[config.mk]
export PLATFORM = sky130hd
export DESIGN_NAME = windowed_mean_stddev_top_flat
export DESIGN_NICKNAME = d
export VERILOG_FILES = /design/src/hdl/wmsd_pkg.sv /design/src/hdl/wmsd_if.sv /design/src/hdl/wmsd_mul.sv /design/src/hdl/wmsd_div.sv /design/src/hdl/wmsd_sqrt.sv /design/src/hdl/windowed_mean_stddev_top.sv /design/src/flat_wrapper.sv
export SDC_FILE = /design/constraint.sdc
export NUM_CORES = 2
export LEC_CHECK = 0
export ABC_CLOCK_PERIOD_IN_PS = 5700
export BUFFER_PORTS_ARGS = -buffer_cell sky130_fd_sc_hd__buf_2
export CAP_MARGIN = 20
export CORE_MARGIN = 8
export CORE_UTILIZATION = 26
export DETAILED_ROUTE_END_ITERATION = 10
export PLACE_DENSITY = 0.41
export SYNTH_ARGS = -nofsm -noshare
export SYNTH_HDL_FRONTEND = slang
export SYNTH_SLANG_ARGS = --single-unit
[constraint.sdc]
create_clock -name clk -period 5.7 [get_ports clk]
set_input_delay 0.57 -clock clk [delete_from_list [all_inputs] [get_ports clk]]
set_output_delay 0.57 -clock clk [all_outputs]
set_load 0.01 [all_outputs]
[src/hdl/wmsd_pkg.sv]
// Shared constants and the sequencer state type for the windowed mean and deviation block.
package wmsd_pkg;

  localparam int IN_W       = 24;
  localparam int COUNT_W    = 6;
  localparam int MEAN_W     = 24;
  localparam int STD_W      = 24;
  localparam int VAR_W      = 2 * STD_W;
  localparam int WINDOW_DEF = 60;

  typedef enum logic [3:0] {
    ST_IDLE,
    ST_SQ_NEW,
    ST_SQ_OLD,
    ST_SUMS,
    ST_N_SQ,
    ST_N_SUMSQ,
    ST_SUM_SQ,
    ST_DIV_VAR,
    ST_DIV_MEAN,
    ST_SQRT,
    ST_DONE
  } seq_state_t;

endpackage

[src/hdl/wmsd_if.sv]
// Valid/ready channel interfaces for input samples and output statistics.
interface wmsd_in_if;
  import wmsd_pkg::*;

  logic            valid;
  logic            ready;
  logic [IN_W-1:0] interval_us;

  modport source (output valid, output interval_us, input ready);
  modport sink   (input valid, input interval_us, output ready);
endinterface

interface wmsd_out_if;
  import wmsd_pkg::*;

  logic               valid;
  logic               ready;
  logic [COUNT_W-1:0] sample_count;
  logic [MEAN_W-1:0]  mean_us;
  logic [STD_W-1:0]   std_dev_us;

  modport source (output valid, output sample_count, output mean_us, output std_dev_us,
                  input ready);
  modport sink   (input valid, input sample_count, input mean_us, input std_dev_us,
                  output ready);
endinterface

[src/hdl/wmsd_mul.sv]
// Serial shift-and-add multiplier that retires one multiplier bit per cycle.
module wmsd_mul #(
  parameter int AW = 2 * wmsd_pkg::IN_W,
  parameter int BW = wmsd_pkg::IN_W
) (
  input  logic             clk,
  input  logic             rst,
  input  logic             start,
  input  logic [AW-1:0]    a,
  input  logic [BW-1:0]    b,
  output logic             done,
  output logic [AW+BW-1:0] prod
);
  import wmsd_pkg::*;

  localparam int PW = AW + BW;

  logic          busy;
  logic [PW-1:0] areg;
  logic [BW-1:0] breg;
  logic [PW-1:0] acc;

  // The run ends as soon as no multiplier bits are left.
  assign done = busy && (breg == '0);
  assign prod = acc;

  always_ff @(posedge clk) begin
    if (rst) begin
      busy <= 1'b0;
    end else if (start) begin
      busy <= 1'b1;
    end else if (done) begin
      busy <= 1'b0;
    end
  end

  always_ff @(posedge clk) begin
    if (start) begin
      areg <= PW'(a);
      breg <= b;
      acc  <= '0;
    end else if (busy && (breg != '0)) begin
      if (breg[0]) begin
        acc <= acc + areg;
      end
      areg <= areg << 1;
      breg <= breg >> 1;
    end
  end

endmodule

[src/hdl/wmsd_div.sv]
// Restoring divider that brings down one dividend bit per cycle.
module wmsd_div #(
  parameter int NW = 2 * wmsd_pkg::IN_W,
  parameter int DW = 2
) (
  input  logic                     clk,
  input  logic                     rst,
  input  logic                     start,
  input  logic [NW-1:0]            num,
  input  logic [DW-1:0]            den,
  input  logic [$clog2(NW+1)-1:0]  len,
  output logic                     done,
  output logic [NW-1:0]            quot
);
  import wmsd_pkg::*;

  localparam int LW = $clog2(NW + 1);

  logic          busy;
  logic [NW-1:0] nreg;
  logic [DW-1:0] dreg;
  logic [DW-1:0] rem;
  logic [NW-1:0] qreg;
  logic [LW-1:0] cnt;
  logic [DW:0]   rem_sh;
  logic [DW:0]   rem_sub;

  // The dividend is left aligned; len says how many of its top bits take part.
  assign done    = busy && (cnt == '0);
  assign quot    = qreg;
  assign rem_sh  = {rem, nreg[NW-1]};
  assign rem_sub = rem_sh - {1'b0, dreg};

  always_ff @(posedge clk) begin
    if (rst) begin
      busy <= 1'b0;
    end else if (start) begin
      busy <= 1'b1;
    end else if (done) begin
      busy <= 1'b0;
    end
  end

  always_ff @(posedge clk) begin
    if (start) begin
      nreg <= num;
      dreg <= den;
      rem  <= '0;
      qreg <= '0;
      cnt  <= len;
    end else if (busy && (cnt != '0)) begin
      if (rem_sh >= {1'b0, dreg}) begin
        rem  <= rem_sub[DW-1:0];
        qreg <= {qreg[NW-2:0], 1'b1};
      end else begin
        rem  <= rem_sh[DW-1:0];
        qreg <= {qreg[NW-2:0], 1'b0};
      end
      nreg <= nreg << 1;
      cnt  <= cnt - 1'b1;
    end
  end

endmodule

[src/hdl/wmsd_sqrt.sv]
// Digit-by-digit integer square root that takes two radicand bits per cycle.
module wmsd_sqrt #(
  parameter int RW = wmsd_pkg::STD_W
) (
  input  logic            clk,
  input  logic            rst,
  input  logic            start,
  input  logic [2*RW-1:0] v,
  output logic            done,
  output logic [RW-1:0]   root
);
  import wmsd_pkg::*;

  localparam int CNTW = $clog2(RW + 1);

  logic              busy;
  logic [2*RW-1:0]   vreg;
  logic [RW:0]       rem;
  logic [RW-1:0]     rreg;
  logic [CNTW-1:0]   cnt;
  logic [RW+2:0]     rem_sh;
  logic [RW+2:0]     trial;
  logic [RW+2:0]     rem_sub;

  assign done    = busy && (cnt == '0);
  assign root    = rreg;
  assign rem_sh  = {rem, vreg[2*RW-1 -: 2]};
  assign trial   = {1'b0, rreg, 2'b01};
  assign rem_sub = rem_sh - trial;

  always_ff @(posedge clk) begin
    if (rst) begin
      busy <= 1'b0;
    end else if (start) begin
      busy <= 1'b1;
    end else if (done) begin
      busy <= 1'b0;
    end
  end

  always_ff @(posedge clk) begin
    if (start) begin
      vreg <= v;
      rem  <= '0;
      rreg <= '0;
      cnt  <= CNTW'(RW);
    end else if (busy && (cnt != '0)) begin
      // The remainder never exceeds twice the partial root, so it fits RW+1 bits.
      if (rem_sh >= trial) begin
        rem  <= rem_sub[RW:0];
        rreg <= {rreg[RW-2:0], 1'b1};
      end else begin
        rem  <= rem_sh[RW:0];
        rreg <= {rreg[RW-2:0], 1'b0};
      end
      vreg <= vreg << 2;
      cnt  <= cnt - 1'b1;
    end
  end

endmodule

[src/hdl/windowed_mean_stddev_top.sv]
// Top level of the sliding-window mean and standard deviation block.
//
// Each word on the samples channel is one frame interval in microseconds. The block keeps
// the last WINDOW samples, or all samples so far while the window fills, and answers
// every sample with one word on the stats channel: the number of samples held, the floor
// of their mean, and the floor of their population standard deviation, computed exactly
// in integers as floor(sqrt((n*sumsq - sum^2) / n^2)). One sample is worked on at a time.
// A sample passes in turn through the shared serial multiplier, the bit-serial divider and
// the square root unit; the multiplier stops early when the multiplier operand has few
// significant bits. The result sits in an output register, so the next sample is taken
// while the previous result still waits on the stats side. There is no clearing pass
// after reset: a window slot is read only to evict it, and that happens only after it
// has been written.
module windowed_mean_stddev_top #(
  parameter int WINDOW = wmsd_pkg::WINDOW_DEF
) (
  input  logic        clk,
  input  logic        rst,
  wmsd_in_if.sink     samples,
  wmsd_out_if.source  stats
);
  import wmsd_pkg::*;

  localparam int CW   = $clog2(WINDOW + 1);              // held count
  localparam int SW   = IN_W + CW;                       // running sum
  localparam int SQW  = 2 * IN_W + CW;                   // running sum of squares
  localparam int NUMW = SQW + CW;                        // variance numerator
  localparam int DW   = 2 * CW;                          // n squared
  localparam int SLW  = (WINDOW > 1) ? $clog2(WINDOW) : 1;
  localparam int LW   = $clog2(NUMW + 1);
  localparam int MAW  = SQW;
  localparam int MBW  = SW;

  // Sequencer state.
  seq_state_t state;
  seq_state_t state_next;
  logic       op_run;

  // Window bookkeeping.
  logic [IN_W-1:0] sample_store [WINDOW];
  logic [SLW-1:0]  write_slot;
  logic [CW-1:0]   held_count;
  logic [SW-1:0]   run_sum;
  logic [SQW-1:0]  run_sumsq;
  logic            window_full;
  logic            was_full;

  // Working registers for one sample.
  logic [IN_W-1:0]   new_sample;
  logic [IN_W-1:0]   old_sample;
  logic [2*IN_W-1:0] new_sq;
  logic [2*IN_W-1:0] old_sq;
  logic [DW-1:0]     n_sq;
  logic [NUMW-1:0]   n_sumsq;
  logic [NUMW-1:0]   numer;
  logic [VAR_W-1:0]  var_q;
  logic [MEAN_W-1:0] mean_q;

  // Output register.
  logic               out_valid;
  logic [COUNT_W-1:0] out_count;
  logic [MEAN_W-1:0]  out_mean;
  logic [STD_W-1:0]   out_std;
  logic               out_free;

  // Arithmetic unit controls.
  logic               mul_start;
  logic [MAW-1:0]     mul_a;
  logic [MBW-1:0]     mul_b;
  logic               mul_done;
  logic [MAW+MBW-1:0] mul_prod;
  logic               div_start;
  logic [NUMW-1:0]    div_num;
  logic [DW-1:0]      div_den;
  logic [LW-1:0]      div_len;
  logic               div_done;
  logic [NUMW-1:0]    div_quot;
  logic               sqrt_start;
  logic               sqrt_done;
  logic [STD_W-1:0]   sqrt_root;
  logic               unit_done;

  logic take;

  assign samples.ready = (state == ST_IDLE);
  assign take          = samples.valid && samples.ready;
  assign window_full   = (held_count == CW'(WINDOW));
  assign out_free      = !out_valid || stats.ready;

  assign stats.valid        = out_valid;
  assign stats.sample_count = out_count;
  assign stats.mean_us      = out_mean;
  assign stats.std_dev_us   = out_std;

  // The new sample overwrites the oldest slot in the same cycle that the slot is read,
  // so the registered read data holds the value that leaves the window.
  always_ff @(posedge clk) begin
    if (take) begin
      sample_store[write_slot] <= samples.interval_us;
      old_sample               <= sample_store[write_slot];
    end
  end

  wmsd_mul #(
    .AW (MAW),
    .BW (MBW)
  ) u_mul (
    .clk   (clk),
    .rst   (rst),
    .start (mul_start),
    .a     (mul_a),
    .b     (mul_b),
    .done  (mul_done),
    .prod  (mul_prod)
  );

  wmsd_div #(
    .NW (NUMW),
    .DW (DW)
  ) u_div (
    .clk   (clk),
    .rst   (rst),
    .start (div_start),
    .num   (div_num),
    .den   (div_den),
    .len   (div_len),
    .done  (div_done),
    .quot  (div_quot)
  );

  wmsd_sqrt #(
    .RW (STD_W)
  ) u_sqrt (
    .clk   (clk),
    .rst   (rst),
    .start (sqrt_start),
    .v     (var_q),
    .done  (sqrt_done),
    .root  (sqrt_root)
  );

  // Next state.
  always_comb begin
    state_next = state;
    unique case (state)
      ST_IDLE: begin
        if (take) state_next = ST_SQ_NEW;
      end
      ST_SQ_NEW: begin
        if (mul_done) state_next = was_full ? ST_SQ_OLD : ST_SUMS;
      end
      ST_SQ_OLD: begin
        if (mul_done) state_next = ST_SUMS;
      end
      ST_SUMS: begin
        state_next = ST_N_SQ;
      end
      ST_N_SQ: begin
        if (mul_done) state_next = ST_N_SUMSQ;
      end
      ST_N_SUMSQ: begin
        if (mul_done) state_next = ST_SUM_SQ;
      end
      ST_SUM_SQ: begin
        if (mul_done) state_next = ST_DIV_VAR;
      end
      ST_DIV_VAR: begin
        if (div_done) state_next = ST_DIV_MEAN;
      end
      ST_DIV_MEAN: begin
        if (div_done) state_next = ST_SQRT;
      end
      ST_SQRT: begin
        if (sqrt_done) state_next = ST_DONE;
      end
      ST_DONE: begin
        if (out_free) state_next = ST_IDLE;
      end
      default: begin
        state_next = ST_IDLE;
      end
    endcase
  end

  // Unit starts and operand selection. Each arithmetic phase starts its unit in its first
  // cycle and then waits for the unit to finish.
  always_comb begin
    mul_start  = 1'b0;
    mul_a      = '0;
    mul_b      = '0;
    div_start  = 1'b0;
    div_num    = '0;
    div_den    = '0;
    div_len    = '0;
    sqrt_start = 1'b0;
    unit_done  = 1'b0;
    unique case (state)
      ST_SQ_NEW: begin
        mul_start = !op_run;
        mul_a     = MAW'(new_sample);
        mul_b     = MBW'(new_sample);
        unit_done = mul_done;
      end
      ST_SQ_OLD: begin
        mul_start = !op_run;
        mul_a     = MAW'(old_sample);
        mul_b     = MBW'(old_sample);
        unit_done = mul_done;
      end
      ST_N_SQ: begin
        mul_start = !op_run;
        mul_a     = MAW'(held_count);
        mul_b     = MBW'(held_count);
        unit_done = mul_done;
      end
      ST_N_SUMSQ: begin
        mul_start = !op_run;
        mul_a     = run_sumsq;
        mul_b     = MBW'(held_count);
        unit_done = mul_done;
      end
      ST_SUM_SQ: begin
        mul_start = !op_run;
        mul_a     = MAW'(run_sum);
        mul_b     = run_sum;
        unit_done = mul_done;
      end
      ST_DIV_VAR: begin
        div_start = !op_run;
        div_num   = numer;
        div_den   = n_sq;
        div_len   = LW'(NUMW);
        unit_done = div_done;
      end
      ST_DIV_MEAN: begin
        // The sum is placed at the top of the dividend so only its own bits are run.
        div_start = !op_run;
        div_num   = {run_sum, {(NUMW-SW){1'b0}}};
        div_den   = DW'(held_count);
        div_len   = LW'(SW);
        unit_done = div_done;
      end
      ST_SQRT: begin
        sqrt_start = !op_run;
        unit_done  = sqrt_done;
      end
      default: begin
      end
    endcase
  end

  // Control registers and window state.
  always_ff @(posedge clk) begin
    if (rst) begin
      state      <= ST_IDLE;
      op_run     <= 1'b0;
      write_slot <= '0;
      held_count <= '0;
      run_sum    <= '0;
      run_sumsq  <= '0;
      out_valid  <= 1'b0;
    end else begin
      state <= state_next;

      if (mul_start || div_start || sqrt_start) begin
        op_run <= 1'b1;
      end else if (unit_done) begin
        op_run <= 1'b0;
      end

      if (take) begin
        write_slot <= (write_slot == SLW'(WINDOW - 1)) ? '0 : SLW'(write_slot + 1'b1);
        if (!window_full) begin
          held_count <= CW'(held_count + 1'b1);
        end
      end

      // The evicted sample leaves the sums only when the window was already full.
      if (state == ST_SUMS) begin
        run_sum   <= run_sum + SW'(new_sample) - (was_full ? SW'(old_sample) : '0);
        run_sumsq <= run_sumsq + SQW'(new_sq) - (was_full ? SQW'(old_sq) : '0);
      end

      if ((state == ST_DONE) && out_free) begin
        out_valid <= 1'b1;
      end else if (stats.ready) begin
        out_valid <= 1'b0;
      end
    end
  end

  // Working registers.
  always_ff @(posedge clk) begin
    if (take) begin
      new_sample <= samples.interval_us;
      was_full   <= window_full;
    end

    case (state)
      ST_SQ_NEW: begin
        if (mul_done) new_sq <= mul_prod[2*IN_W-1:0];
      end
      ST_SQ_OLD: begin
        if (mul_done) old_sq <= mul_prod[2*IN_W-1:0];
      end
      ST_N_SQ: begin
        if (mul_done) n_sq <= mul_prod[DW-1:0];
      end
      ST_N_SUMSQ: begin
        if (mul_done) n_sumsq <= mul_prod[NUMW-1:0];
      end
      ST_SUM_SQ: begin
        if (mul_done) numer <= n_sumsq - mul_prod[NUMW-1:0];
      end
      ST_DIV_VAR: begin
        if (div_done) var_q <= div_quot[VAR_W-1:0];
      end
      ST_DIV_MEAN: begin
        if (div_done) mean_q <= div_quot[MEAN_W-1:0];
      end
      default: begin
      end
    endcase

    if ((state == ST_DONE) && out_free) begin
      out_count <= COUNT_W'(held_count);
      out_mean  <= mean_q;
      out_std   <= sqrt_root;
    end
  end

endmodule

[src/flat_wrapper.sv]
// flat-port wrapper written by rule: the top's interface ports become plain ports
module windowed_mean_stddev_top_flat import wmsd_pkg::*;
#(
  parameter int WINDOW = wmsd_pkg::WINDOW_DEF
)
  (clk, rst, samples_valid, samples_interval_us, samples_ready, stats_valid, stats_sample_count, stats_mean_us, stats_std_dev_us, stats_ready);
  wmsd_in_if samples_i ();
  wmsd_out_if stats_i ();
  input  logic clk;
  input  logic rst;
  input wire logic [$bits(samples_i.valid)-1:0] samples_valid;
  input wire logic [$bits(samples_i.interval_us)-1:0] samples_interval_us;
  output wire logic [$bits(samples_i.ready)-1:0] samples_ready;
  output wire logic [$bits(stats_i.valid)-1:0] stats_valid;
  output wire logic [$bits(stats_i.sample_count)-1:0] stats_sample_count;
  output wire logic [$bits(stats_i.mean_us)-1:0] stats_mean_us;
  output wire logic [$bits(stats_i.std_dev_us)-1:0] stats_std_dev_us;
  input wire logic [$bits(stats_i.ready)-1:0] stats_ready;
  assign samples_i.valid = samples_valid;
  assign samples_i.interval_us = samples_interval_us;
  assign samples_ready = samples_i.ready;
  assign stats_valid = stats_i.valid;
  assign stats_sample_count = stats_i.sample_count;
  assign stats_mean_us = stats_i.mean_us;
  assign stats_std_dev_us = stats_i.std_dev_us;
  assign stats_i.ready = stats_ready;
  windowed_mean_stddev_top #(.WINDOW(WINDOW)) u_core (.clk(clk), .rst(rst), .samples(samples_i), .stats(stats_i));
endmodule
==> out/metrics.yaml <==
hold_viol_final: 0
p_seq_frac: 0.401
period_share: 0.8924
synth.largest_area_cell: "edfxtp_1"
holdWs_ns: 0.2661
grt_start_max_net_pins: 130
drc_errors: 0
grt_pass1_vias: 65910
fp-row-count: 228
cts_tree: "yes"
ys_types: 91
wl_per_cell_um: 24.97
drive_above_1_share: 0.1151
htree_levels: 5
synth_edf_count: 2053
cts_resized: 0
cts_root_buf: "clkbuf_16"
path_class: "reg -> reg"
place_hpwl_mm: 209.3
finalWeightedCongestion: 0.8386
vias: 64730
stdcell_count: 13300
drtIter0Drc: 5237
p_switching_mw: 17.23
synth-main-ff-cell: "edfxtp_1"
final_max_slew_viol_count: 0
fin_area_mm2: 0.1176
grt_usage: 0.1574
clockPowerShare: 0.334
worstPathRequired_ns: 6.45
yosys-top-cells-count: "2053 x edfxtp_1, 897 x nand2_1, 473 x a21oi_1"
pwr-share-comb: 0.265
antenna_left: 0
numCtsBuffers: 276
core_area_mm2: 0.3854
switching_share: 0.3284
die_h_um: 637.8
areaGrowthSynthToFinish_pct: 16.97
max-slew-margin-rel: 0.1856
clock_latency_ns: 0.90
worst_pin_slew_ns: 1.222
synth-seq-cells: 2338
postCtsSetupRepairBufs: 0
die_area_mm2: 0.4068
max_freq_mhz: 196.6
clockBufferDepth: 4
fin_crit_ns: 5.087
drt_first_pass_iters: 8
placed_cells: 12800
start_util: 0.2608
p_leak_nw: 39.81
drv_cap: 0
skew_ns: 0.06300
grt_pass1_wl_mm: 478.8
die_x_um: 637.8
synth_most_common_cell: "edfxtp_1"
boundaryPins: 84
crit_arrival_ns: 5.84
clkTransAtPathRegs_ns: 0.06
clock-sinks: 2338
viasPerCell: 4.867
ys_async_sr_fraction: 0
yosys-top-cells-area: "edfxtp_1 61%, dfxtp_1 5.7%, nand2_1 3.3%"
syn_inst: 7674
syn_area_mm2: 0.1005
overflow: 0
hold_path.class: "in -> reg"
syn_nets: 8022
io_buffers: 83
status: "complete, no violations"
ys_seq_area_frac: 0.6700
nets: 8250
startpoint_type: "flop"
cp-end-kind: "flop"
yosysTopAreaCellShare: 0.6133
yosys_warnings: 0
avgSynthCellArea_um2: 13.10
final_util: 0.3051
p_int_mw: 35.25
finalSetupTns_ns: 0
drt-total-wl_mm: 332.0
p_per_area_mw_per_mm2: 446.3
antenna_found_initial: 12
dpl_cell_area_mm2: 0.1087
path_max_fanout: 38
rsz0062_at_grt: "false"
final-setup-viol-count: 0
vdd_drop_max_mv: 0.4123
power groups by stage:
| stage | registers, mW | clock network [mW] | logic [mW] |
|---|---|---|---|
| 2_1_floorplan | 20.9 | 0 | 9.19 |
| 3_3_place_gp | 21.4 | 0 | 13.9 |
| 3_5_place_dp | 21.5 | 0 | 13.9 |
| 4_1_cts | 21.1 | 18.0 | 14.0 |
| 5_1_grt | 21.2 | 18.5 | 15.3 |
| 6_report | 21.1 | 17.5 | 13.9 |
through the flow:
step / setup slack [ns] / power (mW)
2_1_floorplan: 0.4880 / 30.08
3_3_place_gp: 0.7105 / 35.34
3_5_place_dp: 0.6607 / 35.37
4_1_cts: 0.5884 / 53.06
5_1_grt: 0.2733 / 55.01
6_report: 0.6132 / 52.48
flip-flops by register name, summed over array words and instances (netlist names), 25 cells and up:
signal and flops:
u_core.var_q 48, u_core.numer 60, u_core.u_mul.breg 30, u_core.run_sumsq 54
u_core.u_sqrt.vreg 48, u_core.u_mul.areg 60, u_core.old_sq 48, u_core.new_sq 48
u_core.u_sqrt.rem 25, u_core.n_sumsq 60, u_core.u_mul.prod 60, u_core.u_div.nreg 60
u_core.u_div.quot 48, u_core.run_sum 30, u_core.sample_store 1440
worst max-delay path: stages (launching register included):
cell and delay [ns]:
edfxtp_1 0.58, buf_4 0.33, and2_1 0.21, fa_1 0.48
inv_1 0.05, ha_1 0.42, and3_4 0.25, nand2_2 0.07
nor4_4 0.38, o2111ai_2 0.33, a2111oi_2 0.44, a211o_2 0.26
a41oi_4 0.21, o21ai_2 0.27, a31oi_1 0.13, or4_1 0.41
o311ai_1 0.10
routing by layer:
metal,up-vias,routed length [um],global-route usage
met3,444,13820,0.01732
met1,33360,148400,0.2094
met5,-,7,0
li1,29430,-,-
met2,1489,161100,0.2726
met4,2,8637,0.04098
cell type report:
type | instances | area (um^2)
antenna | 6 | 15.01
clock buffer | 370 | 7676
clock inverter | 123 | 1164
fill | 38750 | 267800
inverter | 472 | 1772
multi-input combinational | 4456 | 30250
sequential | 2338 | 67370
tap | 5175 | 6475
timing repair buffer | 358 | 2875
placed cells by master, fill, tap and decap left out, types with 108 or more instances in the layout:
master	count
buf_4	245
ha_1	245
nand2_1	894
o21ai_0	271
nor2_1	276
inv_1	470
xnor2_1	135
edfxtp_1	2053
a31oi_1	127
a21oi_1	473
a221oi_1	108
a21o_1	140
clkbuf_16	289
dfxtp_1	281
a22oi_1	443
worst paths after layout:
check / start / end / slack (ns) / cells after the start
max reg2reg: u_core.was_full / u_core.run_sumsq[49] / 0.61 / 16
min: stats_ready / u_core.stats.valid / 0.27 / 3
min reg2reg: u_core.mean_q[5] / u_core.stats.mean_us[5] / 0.42 / 0
max: u_core.was_full / u_core.run_sumsq[49] / 0.61 / 16
logic make-up (layout without fill, tap and decap cells):
logic type,after synthesis,after routing,share of synthesized area
fa+ha+maj,320,320,0.04543
other cells,0,6,0
simple gates,1758,1758,0.07752
compound gates,2036,2036,0.1374
xor+xnor,219,219,0.01908
mux,123,123,0.01754
buf+inv,880,1323,0.03303
flops,2338,2338,0.6700
repair_timing:
action | 4_1_cts | 5_1_grt
endpoints found under the hold margin | 6 | 0
setup endpoints to repair | 0 | 0
hold buffers | 1 | 0
(Power assumes the default switching activity.)
